===== src/sv/pdb_pkg.sv =====
// shared constants, types and helpers for the polyphase decimator with biquad tail
// no dependencies; imported by polyphase_decimator_biquad
package pdb_pkg;

    localparam int HISTORY_DEPTH  = 8;
    localparam int POS_BITS       = $clog2(HISTORY_DEPTH);
    localparam int NUM_PHASES     = 4;
    localparam int PHASE_BITS     = $clog2(NUM_PHASES);
    localparam int SAMPLE_BITS    = 24;
    localparam int STATE_BITS     = 32;
    localparam int STATE_FRAC     = STATE_BITS - 8;
    localparam int TAP_BITS       = 16;
    localparam int TAP_FRAC       = TAP_BITS - 1;
    localparam int COEF_BITS      = 24;
    localparam int COEF_FRAC      = 20;
    localparam int NUM_PAIRS      = 16;
    localparam int PAIR_BITS      = $clog2(NUM_PAIRS);
    localparam int TAPS_PER_REG   = 4;
    localparam int TAP_SEL_BITS   = $clog2(TAPS_PER_REG);
    localparam int CFG_DATA_BITS  = 64;
    localparam int CFG_INDEX_BITS = 3;

    // shared multiplier: state or pair sum on port a, coefficient or tap on port b
    localparam int PAIR_SUM_BITS  = SAMPLE_BITS + 1;
    localparam int MUL_A_BITS     = STATE_BITS;
    localparam int MUL_B_BITS     = COEF_BITS + 1;
    localparam int PROD_BITS      = MUL_A_BITS + MUL_B_BITS;
    localparam int ACC_BITS       = PAIR_SUM_BITS + TAP_BITS + PAIR_BITS;
    localparam int FIR_SHIFT      = (SAMPLE_BITS - 1) + TAP_FRAC - STATE_FRAC;
    localparam int RND_BITS       = PROD_BITS - COEF_FRAC;
    localparam int SUM_BITS       = RND_BITS + 2;

    // register indexes of the configuration port
    localparam logic [CFG_INDEX_BITS-1:0] REG_TAPS_LOW      = 3'd0;
    localparam logic [CFG_INDEX_BITS-1:0] REG_TAPS_MID_LOW  = 3'd1;
    localparam logic [CFG_INDEX_BITS-1:0] REG_TAPS_MID_HIGH = 3'd2;
    localparam logic [CFG_INDEX_BITS-1:0] REG_TAPS_HIGH     = 3'd3;
    localparam logic [CFG_INDEX_BITS-1:0] REG_POLE          = 3'd4;
    localparam logic [CFG_INDEX_BITS-1:0] REG_DAMP          = 3'd5;
    localparam logic [CFG_INDEX_BITS-1:0] REG_MIX           = 3'd6;

    typedef struct packed {
        logic [PHASE_BITS-1:0] phase_a;
        logic [POS_BITS-1:0]   age_a;
        logic [PHASE_BITS-1:0] phase_b;
        logic [POS_BITS-1:0]   age_b;
    } pair_t;

    // phase and age of the two samples folded onto each tap
    localparam pair_t PAIR_TAB [NUM_PAIRS] = '{
        '{2'd2, 3'd7, 2'd1, 3'd0}, '{2'd3, 3'd7, 2'd0, 3'd0},
        '{2'd2, 3'd0, 2'd1, 3'd7}, '{2'd3, 3'd0, 2'd0, 3'd7},
        '{2'd3, 3'd6, 2'd0, 3'd1}, '{2'd2, 3'd6, 2'd1, 3'd1},
        '{2'd2, 3'd1, 2'd1, 3'd6}, '{2'd3, 3'd1, 2'd0, 3'd6},
        '{2'd3, 3'd5, 2'd0, 3'd2}, '{2'd1, 3'd2, 2'd2, 3'd5},
        '{2'd2, 3'd2, 2'd1, 3'd5}, '{2'd0, 3'd5, 2'd3, 3'd2},
        '{2'd3, 3'd4, 2'd0, 3'd3}, '{2'd2, 3'd4, 2'd1, 3'd3},
        '{2'd2, 3'd3, 2'd1, 3'd4}, '{2'd3, 3'd3, 2'd0, 3'd4}
    };

    function automatic logic signed [STATE_BITS-1:0] sat_state(
        input logic signed [SUM_BITS-1:0] v
    );
        logic [SUM_BITS-STATE_BITS:0] top;
        top = v[SUM_BITS-1:STATE_BITS-1];
        if (&top || ~|top)
            return v[STATE_BITS-1:0];
        else if (v[SUM_BITS-1])
            return {1'b1, {(STATE_BITS-1){1'b0}}};
        else
            return {1'b0, {(STATE_BITS-1){1'b1}}};
    endfunction

    function automatic logic signed [SAMPLE_BITS-1:0] sat_sample(
        input logic signed [STATE_BITS-1:0] v
    );
        logic [STATE_BITS-SAMPLE_BITS:0] top;
        top = v[STATE_BITS-1:SAMPLE_BITS-1];
        if (&top || ~|top)
            return v[SAMPLE_BITS-1:0];
        else if (v[STATE_BITS-1])
            return {1'b1, {(SAMPLE_BITS-1){1'b0}}};
        else
            return {1'b0, {(SAMPLE_BITS-1){1'b1}}};
    endfunction

endpackage


===== src/sv/polyphase_decimator_biquad.sv =====
// polyphase decimator: folded symmetric 32-sample fir followed by a three-state biquad tail
// one shared multiplier under a step sequencer; depends on pdb_pkg
//
// usage:
//   input channel (in_valid / in_stall) carries four sub-samples and a feedback gain;
//   a word is taken when in_valid is high and in_stall is low. in_stall stays high
//   from the accepting edge until the result has moved into the output register.
//   output channel (out_valid / out_stall) carries one out_sample word per input word.
//   configuration (cfg_valid / cfg_ready, cfg_index, cfg_data) is always ready; the user
//   must write it only while the block is idle, which the block itself does not enforce; index 7 is ignored.
// schedule:
//   a new word is not taken until the previous result has left the sequencer. the
//   single 32x25 multiplier runs one tail product, then the sixteen tap products back to
//   back, then five more tail products in dependency order, with a read stage in front
//   and a rounding/saturation stage behind.
// stall:
//   a finished result waits in the sequencer while the output register is full and
//   stalled; the output word holds until taken. the next input word is accepted as soon
//   as the result has moved to the output register.
// reset:
//   rst_n clears the histories (through per-row valid bits), the write position, the
//   biquad state and all configuration registers; no clearing pass is needed.
module polyphase_decimator_biquad (
    input  logic                                   clk,
    input  logic                                   rst_n,
    input  logic                                   in_valid,
    output logic                                   in_stall,
    input  logic signed [pdb_pkg::SAMPLE_BITS-1:0] sub_sample_0,
    input  logic signed [pdb_pkg::SAMPLE_BITS-1:0] sub_sample_1,
    input  logic signed [pdb_pkg::SAMPLE_BITS-1:0] sub_sample_2,
    input  logic signed [pdb_pkg::SAMPLE_BITS-1:0] sub_sample_3,
    input  logic signed [pdb_pkg::COEF_BITS-1:0]   feedback_gain,
    output logic                                   out_valid,
    input  logic                                   out_stall,
    output logic signed [pdb_pkg::SAMPLE_BITS-1:0] out_sample,
    input  logic                                   cfg_valid,
    output logic                                   cfg_ready,
    input  logic [pdb_pkg::CFG_INDEX_BITS-1:0]     cfg_index,
    input  logic [pdb_pkg::CFG_DATA_BITS-1:0]      cfg_data
);
    import pdb_pkg::*;

    localparam int STEP_BITS = 5;

    localparam logic [1:0] ST_IDLE = 2'd0;
    localparam logic [1:0] ST_RUN  = 2'd1;
    localparam logic [1:0] ST_DONE = 2'd2;

    // sequencer steps; an op issued at one step is in prod_reg during the next step
    localparam logic [STEP_BITS-1:0] S_OP_POLE_OLD = 5'd0;
    localparam logic [STEP_BITS-1:0] S_V521        = 5'd1;
    localparam logic [STEP_BITS-1:0] S_FIR_FIRST   = 5'd1;
    localparam logic [STEP_BITS-1:0] S_FIR_LAST    = 5'd16;
    localparam logic [STEP_BITS-1:0] S_ACC_FIRST   = 5'd2;
    localparam logic [STEP_BITS-1:0] S_ACC_LAST    = 5'd17;
    localparam logic [STEP_BITS-1:0] S_OP_DAMP     = 5'd17;
    localparam logic [STEP_BITS-1:0] S_FIR_OUT     = 5'd18;
    localparam logic [STEP_BITS-1:0] S_V525        = 5'd19;
    localparam logic [STEP_BITS-1:0] S_OP_MIX_FIR  = 5'd19;
    localparam logic [STEP_BITS-1:0] S_M6          = 5'd20;
    localparam logic [STEP_BITS-1:0] S_OP_POLE_NEW = 5'd20;
    localparam logic [STEP_BITS-1:0] S_S2          = 5'd21;
    localparam logic [STEP_BITS-1:0] S_OP_GAIN     = 5'd21;
    localparam logic [STEP_BITS-1:0] S_T           = 5'd22;
    localparam logic [STEP_BITS-1:0] S_OP_MIX_T    = 5'd23;
    localparam logic [STEP_BITS-1:0] S_U           = 5'd24;
    localparam logic [STEP_BITS-1:0] S_Y           = 5'd25;

    logic [1:0]                    state_reg;
    logic [STEP_BITS-1:0]          step_reg;
    logic                          out_valid_reg;
    logic signed [SAMPLE_BITS-1:0] out_sample_reg;
    logic [POS_BITS-1:0]           write_pos_reg;
    logic [POS_BITS-1:0]           write_pos_next;
    logic [HISTORY_DEPTH-1:0]      hist_valid_reg;
    logic [NUM_PHASES-1:0]         rd_ok_reg;

    logic [CFG_DATA_BITS-1:0]      taps_reg [NUM_PAIRS/TAPS_PER_REG];
    logic signed [COEF_BITS-1:0]   pole_reg;
    logic signed [COEF_BITS-1:0]   damp_reg;
    logic signed [COEF_BITS-1:0]   mix_reg;
    logic signed [COEF_BITS-1:0]   gain_reg;

    logic signed [STATE_BITS-1:0]  s1_reg;
    logic signed [STATE_BITS-1:0]  s2_reg;
    logic signed [STATE_BITS-1:0]  s3_reg;

    logic signed [SAMPLE_BITS-1:0] hist_mem [NUM_PHASES][HISTORY_DEPTH];
    logic signed [SAMPLE_BITS-1:0] rd_reg [NUM_PHASES];
    logic signed [SAMPLE_BITS-1:0] in_sample [NUM_PHASES];
    logic [POS_BITS-1:0]           rd_addr [NUM_PHASES];

    logic signed [PROD_BITS-1:0]   prod_reg;
    logic signed [ACC_BITS-1:0]    acc_reg;
    logic signed [STATE_BITS-1:0]  fir_reg;
    logic signed [STATE_BITS-1:0]  v521_reg;
    logic signed [STATE_BITS-1:0]  damp_sum_reg;
    logic signed [STATE_BITS-1:0]  v525_reg;
    logic signed [RND_BITS-1:0]    m6_reg;
    logic signed [STATE_BITS-1:0]  t_reg;
    logic signed [STATE_BITS-1:0]  u_reg;
    logic signed [STATE_BITS-1:0]  y_reg;

    logic                          accept;
    logic                          cfg_write;
    logic                          out_load;
    pair_t                         pair_rd;
    pair_t                         pair_mul;
    logic [PAIR_BITS-1:0]          mul_idx;
    logic signed [SAMPLE_BITS-1:0] smp_a;
    logic signed [SAMPLE_BITS-1:0] smp_b;
    logic signed [PAIR_SUM_BITS-1:0] pair_sum;
    logic signed [TAP_BITS-1:0]    tap_sel;
    logic signed [MUL_A_BITS-1:0]  mul_a;
    logic signed [MUL_B_BITS-1:0]  mul_b;
    logic signed [RND_BITS-1:0]    rnd;
    logic signed [STATE_BITS:0]    y_half;
    logic signed [SAMPLE_BITS-1:0] out_next;

    assign in_sample[0] = sub_sample_0;
    assign in_sample[1] = sub_sample_1;
    assign in_sample[2] = sub_sample_2;
    assign in_sample[3] = sub_sample_3;

    assign in_stall   = (state_reg != ST_IDLE);
    assign accept     = in_valid && !in_stall;
    assign cfg_ready  = 1'b1;
    assign cfg_write  = cfg_valid && cfg_ready;
    assign out_valid  = out_valid_reg;
    assign out_sample = out_sample_reg;
    assign out_load   = (state_reg == ST_DONE) && (!out_valid_reg || !out_stall);

    // histories are written newest-first, so the position steps backwards
    assign write_pos_next = write_pos_reg - POS_BITS'(1);

    // read side: each pair touches two different phases, one address per phase memory
    assign pair_rd = PAIR_TAB[step_reg[PAIR_BITS-1:0]];
    always_comb
    begin
        for (int p = 0; p < NUM_PHASES; p++)
        begin
            if (pair_rd.phase_a == PHASE_BITS'(p))
                rd_addr[p] = write_pos_reg + pair_rd.age_a;
            else
                rd_addr[p] = write_pos_reg + pair_rd.age_b;
        end
    end

    // multiply side works on the pair read in the previous step
    assign mul_idx  = PAIR_BITS'(step_reg - STEP_BITS'(1));
    assign pair_mul = PAIR_TAB[mul_idx];
    assign smp_a    = rd_ok_reg[pair_mul.phase_a] ? rd_reg[pair_mul.phase_a] : '0;
    assign smp_b    = rd_ok_reg[pair_mul.phase_b] ? rd_reg[pair_mul.phase_b] : '0;
    assign pair_sum = PAIR_SUM_BITS'(smp_a) + PAIR_SUM_BITS'(smp_b);
    assign tap_sel  = $signed(taps_reg[mul_idx[PAIR_BITS-1:TAP_SEL_BITS]]
                              [{mul_idx[TAP_SEL_BITS-1:0], 4'b0000} +: TAP_BITS]);

    always_comb
    begin
        mul_a = s1_reg;
        mul_b = MUL_B_BITS'(pole_reg);
        case (step_reg) inside
            S_OP_POLE_OLD:
            begin
                mul_a = s1_reg;
                mul_b = MUL_B_BITS'(pole_reg);
            end
            [S_FIR_FIRST:S_FIR_LAST]:
            begin
                mul_a = MUL_A_BITS'(pair_sum);
                mul_b = MUL_B_BITS'(tap_sel);
            end
            S_OP_DAMP:
            begin
                mul_a = s1_reg;
                mul_b = MUL_B_BITS'(damp_reg);
            end
            S_OP_MIX_FIR:
            begin
                mul_a = fir_reg;
                mul_b = MUL_B_BITS'(mix_reg);
            end
            S_OP_POLE_NEW:
            begin
                mul_a = v525_reg;
                mul_b = MUL_B_BITS'(pole_reg);
            end
            S_OP_GAIN:
            begin
                mul_a = v525_reg;
                mul_b = MUL_B_BITS'(gain_reg);
            end
            S_OP_MIX_T:
            begin
                mul_a = t_reg;
                mul_b = MUL_B_BITS'(mix_reg);
            end
            default:
            begin
                mul_a = s1_reg;
                mul_b = MUL_B_BITS'(pole_reg);
            end
        endcase
    end

    // product rounded half up back to the state format
    assign rnd = RND_BITS'((prod_reg + (PROD_BITS'(1) <<< (COEF_FRAC - 1))) >>> COEF_FRAC);

    assign y_half   = (STATE_BITS + 1)'(y_reg) + (STATE_BITS + 1)'(1);
    assign out_next = sat_sample(y_half[STATE_BITS:1]);

    // history memories and the shared multiplier datapath
    always_ff @(posedge clk)
    begin
        for (int p = 0; p < NUM_PHASES; p++)
        begin
            if (accept)
                hist_mem[p][write_pos_next] <= in_sample[p];
            rd_reg[p] <= hist_mem[p][rd_addr[p]];
        end

        prod_reg <= mul_a * mul_b;

        if (accept)
        begin
            acc_reg  <= '0;
            gain_reg <= feedback_gain;
        end
        else if (state_reg == ST_RUN)
        begin
            if (step_reg >= S_ACC_FIRST && step_reg <= S_ACC_LAST)
                acc_reg <= acc_reg + ACC_BITS'(prod_reg);
            case (step_reg)
                S_V521:
                    v521_reg <= sat_state(SUM_BITS'(rnd) + SUM_BITS'(s3_reg));
                S_FIR_OUT:
                begin
                    fir_reg      <= STATE_BITS'(acc_reg >>> FIR_SHIFT);
                    damp_sum_reg <= sat_state(SUM_BITS'(rnd) + SUM_BITS'(v521_reg));
                end
                S_V525:
                    v525_reg <= sat_state(SUM_BITS'(fir_reg) - SUM_BITS'(damp_sum_reg));
                S_M6:
                    m6_reg <= rnd;
                S_T:
                    t_reg <= sat_state(SUM_BITS'(v521_reg) - SUM_BITS'(rnd));
                S_U:
                    u_reg <= sat_state(SUM_BITS'(rnd) - SUM_BITS'(m6_reg));
                S_Y:
                    y_reg <= sat_state(SUM_BITS'(u_reg) + SUM_BITS'(fir_reg));
                default:
                begin
                end
            endcase
        end

        if (out_load)
            out_sample_reg <= out_next;
    end

    // sequencer, history valid rows, biquad state and configuration
    always_ff @(posedge clk or negedge rst_n)
    begin
        if (!rst_n)
        begin
            state_reg      <= ST_IDLE;
            step_reg       <= '0;
            out_valid_reg  <= 1'b0;
            write_pos_reg  <= '0;
            hist_valid_reg <= '0;
            rd_ok_reg      <= '0;
            s1_reg         <= '0;
            s2_reg         <= '0;
            s3_reg         <= '0;
            for (int r = 0; r < NUM_PAIRS / TAPS_PER_REG; r++)
                taps_reg[r] <= '0;
            pole_reg       <= '0;
            damp_reg       <= '0;
            mix_reg        <= '0;
        end
        else
        begin
            for (int p = 0; p < NUM_PHASES; p++)
                rd_ok_reg[p] <= hist_valid_reg[rd_addr[p]];

            if (out_valid_reg && !out_stall && !out_load)
                out_valid_reg <= 1'b0;

            case (state_reg)
                ST_IDLE:
                begin
                    if (accept)
                    begin
                        state_reg                      <= ST_RUN;
                        step_reg                       <= '0;
                        write_pos_reg                  <= write_pos_next;
                        hist_valid_reg[write_pos_next] <= 1'b1;
                        // the tail state rotates before any work on the item
                        s3_reg                         <= s1_reg;
                        s1_reg                         <= s2_reg;
                    end
                end
                ST_RUN:
                begin
                    step_reg <= step_reg + STEP_BITS'(1);
                    case (step_reg)
                        S_S2:
                            s2_reg <= sat_state(SUM_BITS'(rnd) + SUM_BITS'(s1_reg));
                        S_T:
                            s1_reg <= v521_reg;
                        S_Y:
                            state_reg <= ST_DONE;
                        default:
                        begin
                        end
                    endcase
                end
                ST_DONE:
                begin
                    if (out_load)
                    begin
                        out_valid_reg <= 1'b1;
                        state_reg     <= ST_IDLE;
                    end
                end
                default:
                    state_reg <= ST_IDLE;
            endcase

            if (cfg_write)
            begin
                case (cfg_index) inside
                    [REG_TAPS_LOW:REG_TAPS_HIGH]:
                        taps_reg[cfg_index[1:0]] <= cfg_data;
                    REG_POLE:
                        pole_reg <= $signed(cfg_data[COEF_BITS-1:0]);
                    REG_DAMP:
                        damp_reg <= $signed(cfg_data[COEF_BITS-1:0]);
                    REG_MIX:
                        mix_reg <= $signed(cfg_data[COEF_BITS-1:0]);
                    default:
                    begin
                    end
                endcase
            end
        end
    end

endmodule

===== config.mk =====
export PLATFORM = sky130hd
export DESIGN_NAME = polyphase_decimator_biquad
export DESIGN_NICKNAME = d
export VERILOG_FILES = /design/src/sv/pdb_pkg.sv /design/src/sv/polyphase_decimator_biquad.sv
export SDC_FILE = /design/constraint.sdc
export NUM_CORES = 2
export LEC_CHECK = 0
export BUFFER_PORTS_ARGS = -buffer_cell sky130_fd_sc_hd__buf_2
export CORE_MARGIN = 10
export CORE_UTILIZATION = 55
export DETAILED_ROUTE_END_ITERATION = 10
export GPL_ROUTABILITY_DRIVEN = 0
export HOLD_SLACK_MARGIN = 0.08
export PLACE_DENSITY_LB_ADDON = 0.25
export SLEW_MARGIN = 20
export SYNTH_ARGS = -nofsm -noshare
export SYNTH_HDL_FRONTEND = slang
export SYNTH_SLANG_ARGS = --single-unit

===== constraint.sdc =====
create_clock -name clk -period 14.4 [get_ports clk]
set_input_delay 1.44 -clock clk [delete_from_list [all_inputs] [get_ports clk]]
set_output_delay 1.44 -clock clk [all_outputs]
set_load 0.02 [all_outputs]

==> results.ini <==
[setup_path]
path_max_fanout=33
startpoint_type=flip-flop
cp_top_family=compound AO/OA/AOI/OAI gates
slowest_stage=a22o_1
crit_type=reg -> reg
slowest_delay_ns=0.82
crit_arrival_ns=14.53
crit_top_cell=inv_1
end_kind=flip-flop
worst_ep_required_time_ns=15.14
worst-path-buf-inv=11

[synth]
yosysUniqueCellTypes=97
yosys-top-cells-area=edfxtp_1 (29%), fa_1 (15%), dfrtp_1 (9.9%), mux4_2 (6.3%), ha_1 (5.4%)
ys_warn_count=0
yosys.area.top_type=edfxtp_1
synth_common_cells=inv_1 (1083), edfxtp_1 (1076), nand2_1 (941), fa_1 (831), nor2_1 (608)
ys_ff_latch=1721
yosysSeqAreaShare=0.421
synthArstFlopShare=0.260
ys.flop_type=edfxtp_1
syn_area_sq_um=113000
synth.most_common_cell=inv_1
synth-edff-count=1076
synthCells=9691
syn_avg_cell_area_sq_um=11.6
yosysTopAreaCellShare=0.287
synth_nets=11200

[placement]
hpwl_mm=234
io_buffers=217
dpl-instance-area_sq_um=117000
place_ws_ns=0.0895

[clock_network]
clkSinkCount=1721
cts_max_level=4
clock_path_buffers=3
clkTransAtPathRegs_ns=0.06
cts_root_buffer=clkbuf_16
cts_tree=built
numCtsBuffers=179
clock_latency_ns=0.88

[grt]
grt_pass1_wl_mm=494
grt_max_degree=82
overflow=0
antenna_found_initial=47
grt_use_total=0.288
grt_pass1_vias=80600

[final_layout]
n_fill_cell=15900
largest_register_ffs=768
seqCellArea_sq_um=47500
drive_gt1_frac=0.159
synthToLayoutAreaGrowth_pct=9.70
multi_input_area_sq_um=60000
layout.nets=11300
fin_area_sq_um=124000

[sta]
finalCritPeriodShare=0.958
min_period_ns=13.79
final_max_slew_viol_count=0
finalClockSkew_ns=0.0857
finalSetupTns_ns=0
slew_headroom=0.190
timing.fmax_mhz=72.5
rsz0062_at_grt=false
finalSetupViolations=0
tightest_slew_ns=1.22
worst_slack_ns=0.606
final_hold_viol_count=0

[flow_run]
maxCapViolCount=0

[routing]
final_antenna_net_count=0
wl_per_cell_microns=25.6
drc=0
dr.first_iter.drc_count=8198
drt-total-wl_mm=324
vias_per_cell=6.19
vias=78600
drt-pass1-iter-count=8

[status]
status=finished clean

[floorplanning]
die_h_microns=473
ios=219
coreArea_sq_um=204000
fp-row-count=166
dieArea_sq_um=223000
die_w_microns=473
initial_core_util=0.552

[worst_hold_path]
hold_path.class=reg -> reg

## cells by family (layout without fill, tap and decap cells)
logic type               Yosys count  count (layout)  share of synthesized area
flip-flops                      1721            1721                      0.421
XOR/XNOR                         396             396                     0.0308
AO/OA/AOI/OAI                   1595            1596                     0.0905
other                              1              19                  0.0000333
adder cells (fa/ha/maj)         1329            1329                      0.203
buffers and inverters           1544            1837                     0.0522
multiplexers                     781             781                      0.109
AND/OR/NAND/NOR                 2324            2324                     0.0932
## through the flow
stage | utilization | hold slack (ns) | std cells
finish | 0.605 | 0.455 | 12700
global placement | 0.575 | 0.442 | 12300
CTS | 0.605 | 0.459 | 12700
global route | 0.605 | 0.481 | 12700
detailed placement | 0.575 | 0.449 | 12300
floorplan | - | 0.434 | 9691
## worst min-delay path, cell delays in order (launching register included)
cell and delay (ns):
dfxtp_1 0.31, nand2_1 0.05, a21oi_1 0.05
## routing by layer
| layer | GRT usage | up-vias | part of all wire |
|---|---|---|---|
| met2 | 0.447 | 3769 | 0.45 |
| met4 | 0.146 | 30 | 0.059 |
| li1 | - | 34000 | - |
| met1 | 0.380 | 39800 | 0.39 |
| met3 | 0.0700 | 992 | 0.099 |
| met5 | 0.00298 | - | 0.00087 |
## final cells by class
type,instances,area share
inverters,1085,0.0330
diodes,18,0.000364
flip-flops and latches,1721,0.384
repair buffers,419,0.0217
multi-input cells,6427,0.485
clock inverters,89,0.00860
clock buffers,244,0.0401
well taps,2688,0.0272
## worst paths after layout
kind	from	end	slack, ns	cells past startpoint
max	step_reg[1]$_DFFE_PN0P_	prod_reg[44]$_DFF_P_	0.61	46
min	acc_reg[10]$_SDFFE_PP0P_	acc_reg[10]$_SDFFE_PP0P_	0.45	2
max reg2reg	step_reg[1]$_DFFE_PN0P_	prod_reg[44]$_DFF_P_	0.61	46
min reg2reg	acc_reg[10]$_SDFFE_PP0P_	acc_reg[10]$_SDFFE_PP0P_	0.45	2
max in group asynchronous	rst_n	taps_reg[104]$_DFFE_PN0P_	12.26	2
min in group asynchronous	rst_n	hist_valid_reg[0]$_DFFE_PN0P_	0.57	1
## what timing repair did
action | 4_1_cts | 5_1_grt
hold buffers | 0 | 0
gates resized for setup | 0 | 10
setup buffers | 0 | 0
gates cloned | 0 | 1
pin swaps | 1 | 1
setup endpoints to repair | 1 | 21
## layout by cell type (no fill, tap or decap), drive strengths merged, types with 30 or more instances in the layout
cell,count
a211oi,54
a21o,173
a21oi,530
a221oi,44
a31oi,76
and2,88
and3,87
buf,419
clkbuf,244
clkinv,71
dfrtp,447
dfxtp,198
edfxtp,1076
fa,831
ha,484
inv,1091
mux2,428
mux2i,36
mux4,317
nand2,941
nand2b,88
nand3,160
nand4,41
nor2,608
nor2b,133
nor3,60
o211ai,32
o21a,52
o21ai,317
o21bai,54
o31ai,30
xnor2,247
xor2,149
Power is left out: the tool's default activity adds up to more than one toggle a clock period on the data nets, which glitch-free logic cannot reach.
